### config.mk
export PLATFORM = sky130hd
export DESIGN_NAME = bmdi_front
export DESIGN_NICKNAME = d
export VERILOG_FILES = /design/src/rtl/bmdi_pkg.sv /design/src/rtl/bmdi_front.sv
export SDC_FILE = /design/constraint.sdc
export NUM_CORES = 1
export LEC_CHECK = 0
export BUFFER_PORTS_ARGS = -buffer_cell sky130_fd_sc_hd__buf_2
export CAP_MARGIN = 20
export CORE_AREA = 3 3 239 241
export DETAILED_ROUTE_END_ITERATION = 12
export DIE_AREA = 0 0 242 244
export PLACE_DENSITY = 0.75
export SLEW_MARGIN = 20
export SYNTH_ARGS = -nofsm -noshare
export SYNTH_HDL_FRONTEND = slang
export SYNTH_SLANG_ARGS = --single-unit
### constraint.sdc
create_clock -name aclk -period 15.7 [get_ports aclk]
set_clock_uncertainty 0.05 [all_clocks]
set_input_delay 1.57 -clock aclk [delete_from_list [all_inputs] [get_ports aclk]]
set_output_delay 1.57 -clock aclk [all_outputs]
set_load 0.005 [all_outputs]
### src/rtl/bmdi_pkg.sv
// Package for the body motor drag integrator.
// Holds item, configuration and status types, the fixed-point constants and the sequencer states.
// No dependencies.
package bmdi_pkg;

    // Number formats.
    localparam int FRAC_BITS  = 16;
    localparam int ANGLE_BITS = 16;
    localparam int ANGLE_FRAC = ANGLE_BITS - 4;

    // One turn in angle format, round(2*pi * 2^ANGLE_FRAC).
    localparam longint TWO_PI_Q32 = 64'd26986075409;
    localparam int TURN = int'((TWO_PI_Q32 + (64'd1 << (31 - ANGLE_FRAC))) >> (32 - ANGLE_FRAC));
    localparam int HALF_TURN = TURN / 2;

    // Reciprocal for the angle to phase scaling, floor(2^32 / TURN).
    localparam logic [17:0] PHASE_RECIP = 18'((64'd1 << 32) / TURN);

    // Sine polynomial coefficients, Q16.
    localparam int SIN_A = 102944;
    localparam int SIN_B = 2 * SIN_A - 163840;
    localparam int SIN_C = SIN_A - 98304;

    // Queue depth between front and back.
    localparam int QDEPTH = 2;

    // Payload widths on the stream ports.
    localparam int S_TDATA_W = 304;
    localparam int M_TDATA_W = 160;

    typedef enum logic [1:0] {
        ACT_LOAD   = 2'd0,
        ACT_MOTOR  = 2'd1,
        ACT_FINISH = 2'd2,
        ACT_NONE   = 2'd3
    } bmdi_action_t;

    // Configuration register indexes.
    localparam logic [1:0] CFG_DRAG   = 2'd0;
    localparam logic [1:0] CFG_WIDTH  = 2'd1;
    localparam logic [1:0] CFG_HEIGHT = 2'd2;

    typedef struct packed {
        logic [15:0] drag_factor;
        logic [30:0] map_width;
        logic [30:0] map_height;
    } bmdi_cfg_t;

    // Below the action, the fields sit in the same bit order as on s_tdata,
    // with pos_x in the lowest bits.
    typedef struct packed {
        bmdi_action_t        action;
        logic signed [31:0]  motor_power;
        logic signed [31:0]  motor_angular_force;
        logic signed [31:0]  motor_radial_force;
        logic signed [15:0]  motor_offset;
        logic [30:0]         body_radius;
        logic signed [15:0]  vel_ang;
        logic signed [31:0]  vel_y;
        logic signed [31:0]  vel_x;
        logic signed [15:0]  heading;
        logic signed [31:0]  pos_y;
        logic signed [31:0]  pos_x;
    } bmdi_item_t;

    typedef enum logic [3:0] {
        ST_IDLE,
        ST_M0, ST_M1, ST_M2, ST_M3, ST_M4, ST_M5, ST_M6, ST_M7,
        ST_F0, ST_F1, ST_F2, ST_F3
    } bmdi_state_t;

    typedef struct packed {
        logic [1:0] count;
    } bmdi_front_status_t;

    typedef struct packed {
        bmdi_state_t state;
    } bmdi_back_status_t;

endpackage

### src/rtl/bmdi_front.sv
// Front end of the body motor drag integrator: accepts transactions, drops unused actions
// and queues the rest for the back end. Depends on bmdi_pkg.
module bmdi_front
    import bmdi_pkg::*;
(
    input  logic                  aclk,
    input  logic                  aresetn,
    input  logic                  s_tvalid,
    output logic                  s_tready,
    input  logic [S_TDATA_W-1:0]  s_tdata,
    input  logic [1:0]            s_tuser,
    input  logic                  pop,
    output logic                  q_valid,
    output bmdi_item_t            q_item,
    output bmdi_front_status_t    status
);

    bmdi_item_t q_mem_reg [QDEPTH];
    logic       wr_ptr_reg, wr_ptr_next;
    logic       rd_ptr_reg, rd_ptr_next;
    logic [1:0] count_reg, count_next;
    bmdi_item_t in_item;
    logic       push;

    // Unpack the incoming transaction.
    always_comb begin
        in_item.action              = bmdi_action_t'(s_tuser);
        in_item.pos_x               = s_tdata[31:0];
        in_item.pos_y               = s_tdata[63:32];
        in_item.heading             = s_tdata[79:64];
        in_item.vel_x               = s_tdata[111:80];
        in_item.vel_y               = s_tdata[143:112];
        in_item.vel_ang             = s_tdata[159:144];
        in_item.body_radius         = s_tdata[190:160];
        in_item.motor_offset        = s_tdata[206:191];
        in_item.motor_radial_force  = s_tdata[238:207];
        in_item.motor_angular_force = s_tdata[270:239];
        in_item.motor_power         = s_tdata[302:271];
    end

    // Unused actions are accepted and dropped here.
    assign s_tready = (count_reg != 2'(QDEPTH));
    assign push     = s_tvalid && s_tready && (in_item.action != ACT_NONE);
    assign q_valid  = (count_reg != 2'd0);
    assign q_item   = q_mem_reg[rd_ptr_reg];
    assign status.count = count_reg;

    // Pointer and fill bookkeeping.
    always_comb begin
        wr_ptr_next = push ? ~wr_ptr_reg : wr_ptr_reg;
        rd_ptr_next = pop ? ~rd_ptr_reg : rd_ptr_reg;
        count_next  = count_reg + 2'(push) - 2'(pop);
    end

    always_ff @(posedge aclk) begin
        if (!aresetn) begin
            wr_ptr_reg <= 1'b0;
            rd_ptr_reg <= 1'b0;
            count_reg  <= 2'd0;
        end else begin
            wr_ptr_reg <= wr_ptr_next;
            rd_ptr_reg <= rd_ptr_next;
            count_reg  <= count_next;
        end
    end

    // Queue storage.
    always_ff @(posedge aclk) begin
        if (push) begin
            q_mem_reg[wr_ptr_reg] <= in_item;
        end
    end

endmodule

==> summary.txt, run 1 <==
GRT
  – M3 GR Usage: 0.0532
  – Met2 Use GR: 0.290
  – Gr busiest metal: met2
  – Vias in the first global route: approximately 12000
  – Gr ovfl total: 0
  – Total Routing Usage GR: 0.161
  – First-pass GRT wire length: between 70 and 80 mm
  – GRT met1 Usage: 0.181
  – Initial antenna violation count: 12
  – Largest net degree at the start of global routing: ~120

Routing
  – DRT Pass-1 Iters: 4
  – Wire per inst: around 20 um
  – Iter 0 DRT Violations: 548
  – Via Count: between 10000 and 15000
  – Number of vias per cell: between 4 and 5
  – Post-route DRC: 0
  – Final wirelength: 48.9 mm
  – Antenna viol nets, final: 0

Synth
  – Sequential area share after synthesis: 0.791
  – Primary FF master, synth: edfxtp_1
  – Yosys reg bits: between 600 and 700
  – Async set-or-reset flop fraction in the synthesized netlist: 0
  – Number of synthesized flops with an enable pin: 610
  – Main area contributors after synthesis: edfxtp_1, mux2_4, mux2_2, buf_6, dfxtp_1
  – Synthesized area per cell: between 20 and 25 um^2
  – Syn. warnings: 0
  – Synthesized instance count: between 900 and 1000
  – Yosys top cell area share: 0.787
  – Mapped cell area: around 0.023 mm^2
  – Netlist cell types: 18
  – Post-Syn Nets: 1288
  – Synth area leader: edfxtp_1

Finish
  – Fill count: 4386
  – Area grow syn2layout: 24.2%
  – Post-Layout Cell Count: roughly 2400
  – Core Util, Final: 0.525
  – Nets: ~1900
  – Fraction of layout cells with a size suffix above 1: 0.608
  – Max reg flops: slightly above 600

Power
  – Sequential share of power: 0.520
  – Power, Total: roughly 3.9 mW
  – VDD IR max: approximately 0.000093 V
  – Switching power: 0.864 mW
  – Comb pwr share: 0.133
  – Internal power: between 3 and 4 mW
  – Clock Power Share: 0.347
  – Leakage: ~11 nW
  – PwrDens: ~130 mW/mm^2
  – Switching Fraction: 0.223

Clocking
  – Clock tree from TritonCTS: built
  – H-Tree Depth: 2
  – Hold buffers post-CTS: 0
  – Post_cts resized: 0
  – Reg clk slew, reported paths: around 0.06 ns
  – CTS sink count: 615
  – Post-CTS Setup Inserts: 0
  – Root Driver: clkbuf_16
  – Clock latency on the worst-skew pair: about 0.6 ns
  – Clock buffer count from CTS: 59
  – Clock tree buffer depth: 3

Run
  – Max-Cap Viols: 0

Floorplan
  – Standard-cell rows: 86
  – Core area: between 0.05 and 0.06 mm^2
  – Area of the die: approximately 0.059 mm^2
  – Chip Width: 242 um
  – IO Pins: slightly above 600
  – Die Y: approximately 240 um
  – Starting Density: 0.423

STA
  – Worst-Margin Slew: 1.07 ns
  – Max Slew Vio Count: 0
  – Final setup fails: 0
  – Highest clock rate: between 150 and 200 MHz
  – Hold WS: 0.460 ns
  – Headroom to the max-slew limit: 0.284
  – Final min period: approximately 5.5 ns
  – Final TNS setup: 0 ns
  – Fin. Hold Viols: 0
  – RSZ-0062 raised after global routing: no
  – Tcrit/Tclk final: 0.350

Run status
  – Status: complete, no violations

Critical path
  – Required time of the critical path: around 14 ns
  – CP Launch Type: flip-flop
  – Crit path DAT: 3.87 ns
  – Worst Setup End Kind: output pin
  – CP Class: flip-flop to output pin
  – Worst-path maximum fanout: 54

Hold path
  – Min-delay worst type: flip-flop to flip-flop

Placement
  – HPWL Detailed: roughly 34 mm
  – IO Port Bufs: 617
  – Cells after DPL: approximately 2300
  – Routability cong.: slightly below 0.8
## synth_stat cells (all sizes together) (2+ instances only)
cell	count
o21ai	2
edfxtp	610
buf	34
xnor2	3
mux2	306
inv	4
dfxtp	5
nor2	4
and2	2
## metal layers
metal  part of all wire  vias up
met1               0.36     5817
met5            0.00053        -
met4              0.026        6
li1                   -     5227
met3              0.079       90
met2               0.53      449
## power by group through the flow
stage | logic [mW] | clock network, mW | registers, mW
after floorplan | 0.305 | 0 | 2.09
after global placement | 0.515 | 0 | 2.04
after detailed placement | 0.523 | 0 | 2.05
after CTS | 0.526 | 1.38 | 2.02
after global routing | 0.555 | 1.45 | 2.03
final | 0.515 | 1.35 | 2.01
## layout make-up
cell class                 instances  area (um^2)  area share
tap                              748          936      0.0324
antenna                           11         27.5    0.000952
timing repair buffer             629         3180       0.110
clock inverter                    32          260     0.00900
multi-input combinational        324         4510       0.156
clock buffer                      73         1570      0.0543
sequential                       615        18400       0.637
inverter                           4         22.5    0.000779
## cell usage in the layout (no fill, tap or decap)
cell        synthesis  final
and2b_1             1      1
clkinv_4            0      2
or3_1               1      1
inv_6               0      2
bufinv_16           0      4
dfxtp_1             5      4
inv_8               0      1
diode_2             0     11
and2_1              2      2
dfxtp_4             0      1
nor2_4              0      1
mux2_2             56     56
nor2_1              4      3
clkbuf_16           0     61
ha_1                1      1
nand2b_1            1      1
xnor2_1             3      3
mux2_4            250    250
edfxtp_1          610    610
inv_1               4      3
buf_4               0     12
o21ai_0             2      2
buf_2               5    617
clkinv_2            0      9
a21bo_2             1      1
clkbuf_1            0     12
clkinv_1            0     14
clkinvlp_4          0      1
or2_2               1      1
a21oi_1             1      1
## worst max-delay path, cell delays in order (launching register included)
cell     delay (ns)
dfxtp_4        0.82
buf_4          0.88
buf_4          0.93
mux2_4         0.37
buf_2          0.13
## cells by family after synthesis
kind of cell / Yosys count / synth area share
AO/OA/AOI/OAI: 4 / 0.00107
XOR/XNOR: 3 / 0.00113
adder cells (fa/ha/maj): 1 / 0.000537
buffers and inverters: 38 / 0.0157
flip-flops: 615 / 0.791
multiplexers: 306 / 0.188
AND/OR/NAND/NOR: 10 / 0.00231
## stage by stage
| step | cell area [um^2] | setup slack (ns) |
|---|---|---|
| 6_report | 28900 | 10.21 |
| 5_1_grt | 28900 | 10.02 |
| 4_1_cts | 28900 | 10.15 |
| 3_5_place_dp | 27100 | 10.24 |
| 3_3_place_gp | 27100 | 10.31 |
| 2_1_floorplan | 23300 | 0.0851 |
## worst paths after layout
kind	start	endpoint	slack [ns]	depth (start not counted)
max	flip-flop	q_item[226]	10.21	4
min reg2reg	wr_ptr_reg$_SDFFE_PN0P_	wr_ptr_reg$_SDFFE_PN0P_	0.46	2
max reg2reg	status[0]$_SDFF_PN0_	q_mem_reg[1][117]$_DFFE_PP_	11.66	6
min	wr_ptr_reg$_SDFFE_PN0P_	wr_ptr_reg$_SDFFE_PN0P_	0.46	2
(Power assumes the default switching activity.)
==> run 2, diff against run 1 <==
ABC_AREA = 1   (was unset)
CORE_AREA = 3 3 241 243   (was 3 3 239 241)
DIE_AREA = 0 0 244 246   (was 0 0 242 244)
PLACE_DENSITY = 0.69   (was 0.75)
clock period = 5.5 ns   (was 15.7 ns; I/O delays follow)
==> run 2 against run 1 <==
Worst setup slack got worse by 7.8 ns. Die area increased by 1.7%. Wire length increased by 2.1%. Non-clock buffer count decreased by 3. Final cell count increased by 1.1%. Synthesized cell count increased by 0.61%. Total power increased to 2.8 times the previous value. Critical path depth decreased by 1. Sequential power increased to 2.8 times the previous value. Final area decreased by 1.6%. Hold slack got worse by 0.35 ns.
==> summary.txt, run 2 <==
STA
  – RSZ-0062 raised after global routing: no
  – Tcrit/Tclk final: 0.570
  – Max Slew Vio Count: 0
  – Highest clock rate: 319 MHz
  – Headroom to the max-slew limit: 0.344
  – Worst-Margin Slew: around 0.98 ns
  – Final setup fails: 0
  – Fin. Hold Viols: 0
  – Final min period: between 3 and 4 ns

Critical path
  – Worst-path maximum fanout: 52
  – Worst Setup End Kind: output pin
  – Required time of the critical path: approximately 4.9 ns
  – Slowest stage cell, crit path: dfxtp_4
  – Max incr delay on CP: between 0.6 and 0.7 ns
  – Crit path DAT: 2.53 ns
  – Crit path buffers/inverters: 2
  – CP Launch Type: flip-flop
  – CP Class: flip-flop to output pin
  – CP Cell Sequence: buf_4 > mux2_2 > buf_2
  – Largest delay contributor family on the critical path: buffers and inverters

Synth
  – Netlist cell types: 14
  – Syn. warnings: 0
  – Primary FF master, synth: edfxtp_1
  – Number of synthesized flops with an enable pin: 610
  – Post-synth top cells: edfxtp_1, mux2_2, buf_6
  – Main area contributors after synthesis: edfxtp_1, mux2_2, buf_6, mux2_4, dfxtp_1
  – Post-Syn Nets: approximately 1300
  – Mapped cell area: 0.0224 mm^2
  – Sequential area share after synthesis: 0.822
  – Synthesized area per cell: 22.8 um^2
  – Yosys reg bits: a little over 600
  – Yosys top cell area share: 0.818
  – Async set-or-reset flop fraction in the synthesized netlist: 0
  – Synthesized instance count: around 1000
  – Most frequent cell after synthesis: edfxtp_1
  – Synth area leader: edfxtp_1

Power
  – PwrDens: just under 400 mW/mm^2
  – Power, Total: ~11 mW
  – VDD IR max: slightly above 0.0003 V
  – Leakage: ~11 nW

Clocking
  – Reg clk slew, reported paths: roughly 0.06 ns
  – Clock tree buffer depth: 3
  – Clock tree from TritonCTS: built
  – CTS sink count: between 600 and 700
  – Post-CTS Setup Inserts: 0
  – Clock latency on the worst-skew pair: around 0.58 ns
  – Clock buffer count from CTS: between 60 and 70
  – H-Tree Depth: 3
  – Hold buffers post-CTS: 0
  – Root Driver: clkbuf_16
  – Post_cts resized: 0

GRT
  – Vias in the first global route: 12060
  – Initial antenna violation count: 23
  – Total Routing Usage GR: 0.158
  – First-pass GRT wire length: just over 70 mm
  – Largest net degree at the start of global routing: 150
  – Gr ovfl total: 0

Routing
  – Via Count: 11589
  – Antenna viol nets, final: 0
  – DRT Pass-1 Iters: 7
  – Post-route DRC: 0
  – Final wirelength: about 50 mm
  – Iter 0 DRT Violations: approximately 500
  – Number of vias per cell: about 4.7
  – Wire per inst: approximately 20 um

Floorplan
  – Area of the die: roughly 0.06 mm^2
  – Starting Density: 0.399
  – Standard-cell rows: 87
  – IO Pins: 619
  – Die Y: 246 um
  – Core area: around 0.056 mm^2
  – Chip Width: 244 um

Finish
  – Post-Layout Cell Count: roughly 2500
  – Area grow syn2layout: 27.0%
  – Post-Layout Inst Area: ~0.028 mm^2
  – Most frequent cells in the layout: buf_2, edfxtp_1, mux2_2
  – Fraction of layout cells with a size suffix above 1: 0.605
  – Most common cell after layout, fill and taps aside: buf_2
  – Nets: around 2000
  – Max reg flops: 610

Placement
  – Routability cong.: ~0.77
  – IO Port Bufs: a little over 600
  – Area after DPL: 0.0263 mm^2
  – HPWL Detailed: around 34 mm
  – Cells after DPL: between 2000 and 2500

Run status
  – Status: complete, no violations

Hold path
  – Min-delay worst type: primary input to flip-flop

Run
  – Max-Cap Viols: 0
==> run 2: power by group <==
part	internal, mW	total [mW]	switching [mW]
Combinational	0.483	1.03	0.544
Clock	2.58	4.31	1.73
Sequential	5.52	5.59	0.0716
==> run 2: routing by layer <==
| metal | GRT usage | vias to the layer above | share of wire | wire (um) |
|---|---|---|---|---|
| li1 | - | 5265 | - | - |
| met1 | 0.173 | 5799 | 0.36 | 17900 |
| met2 | 0.280 | 403 | 0.53 | 26600 |
| met3 | 0.0490 | 112 | 0.068 | 3410 |
| met4 | 0.0763 | 10 | 0.039 | 1960 |
| met5 | 0 | - | 0.0014 | 69 |
==> run 2: through the flow <==
stage | hold WS, ns | setup slack [ns] | util | TNS, ns
5_1_grt | 0.0635 | 2.23 | 0.507 | 0
4_1_cts | 0.0471 | 2.32 | 0.506 | 0
2_1_floorplan | 0.413 | -0.276 | - | -160.32
3_3_place_gp | 0.444 | 2.66 | 0.468 | 0
3_5_place_dp | 0.444 | 2.61 | 0.468 | 0
6_report | 0.107 | 2.37 | 0.507 | 0
==> run 2: layout make-up <==
type | instances | area, um^2
diodes | 16 | 40.0
clock buffers | 82 | 1770
clock inverters | 35 | 360
fillers | 4640 | 27700
inverters | 5 | 18.8
multi-input cells | 329 | 3660
flip-flops and latches | 615 | 18400
well taps | 756 | 946
repair buffers | 626 | 3230
==> run 2: cell families (layout without fill, tap and decap cells) <==
family / count (synthesis) / in the layout / synth area share
AOI/OAI and AO/OA: 1 / 1 / 0.000223
xor gates and xnor gates: 1 / 1 / 0.000391
adders and majority gates: 1 / 1 / 0.000558
buffers and inverters: 39 / 748 / 0.0165
DFF: 615 / 615 / 0.822
muxes: 305 / 305 / 0.157
other: 0 / 16 / 0
and+or+nand+nor: 21 / 21 / 0.00363
==> run 2: final timing paths <==
check	from	endpoint	slack, ns	cells past startpoint
min	s_tdata[52]	q_mem_reg[1][52]$_DFFE_PP_	0.11	1
max	flip-flop	q_item[81]	2.37	3
max reg2reg	status[0]$_SDFF_PN0_	q_mem_reg[1][244]$_DFFE_PP_	2.81	5
min reg2reg	rd_ptr_reg$_SDFFE_PN0P_	rd_ptr_reg$_SDFFE_PN0P_	0.46	2
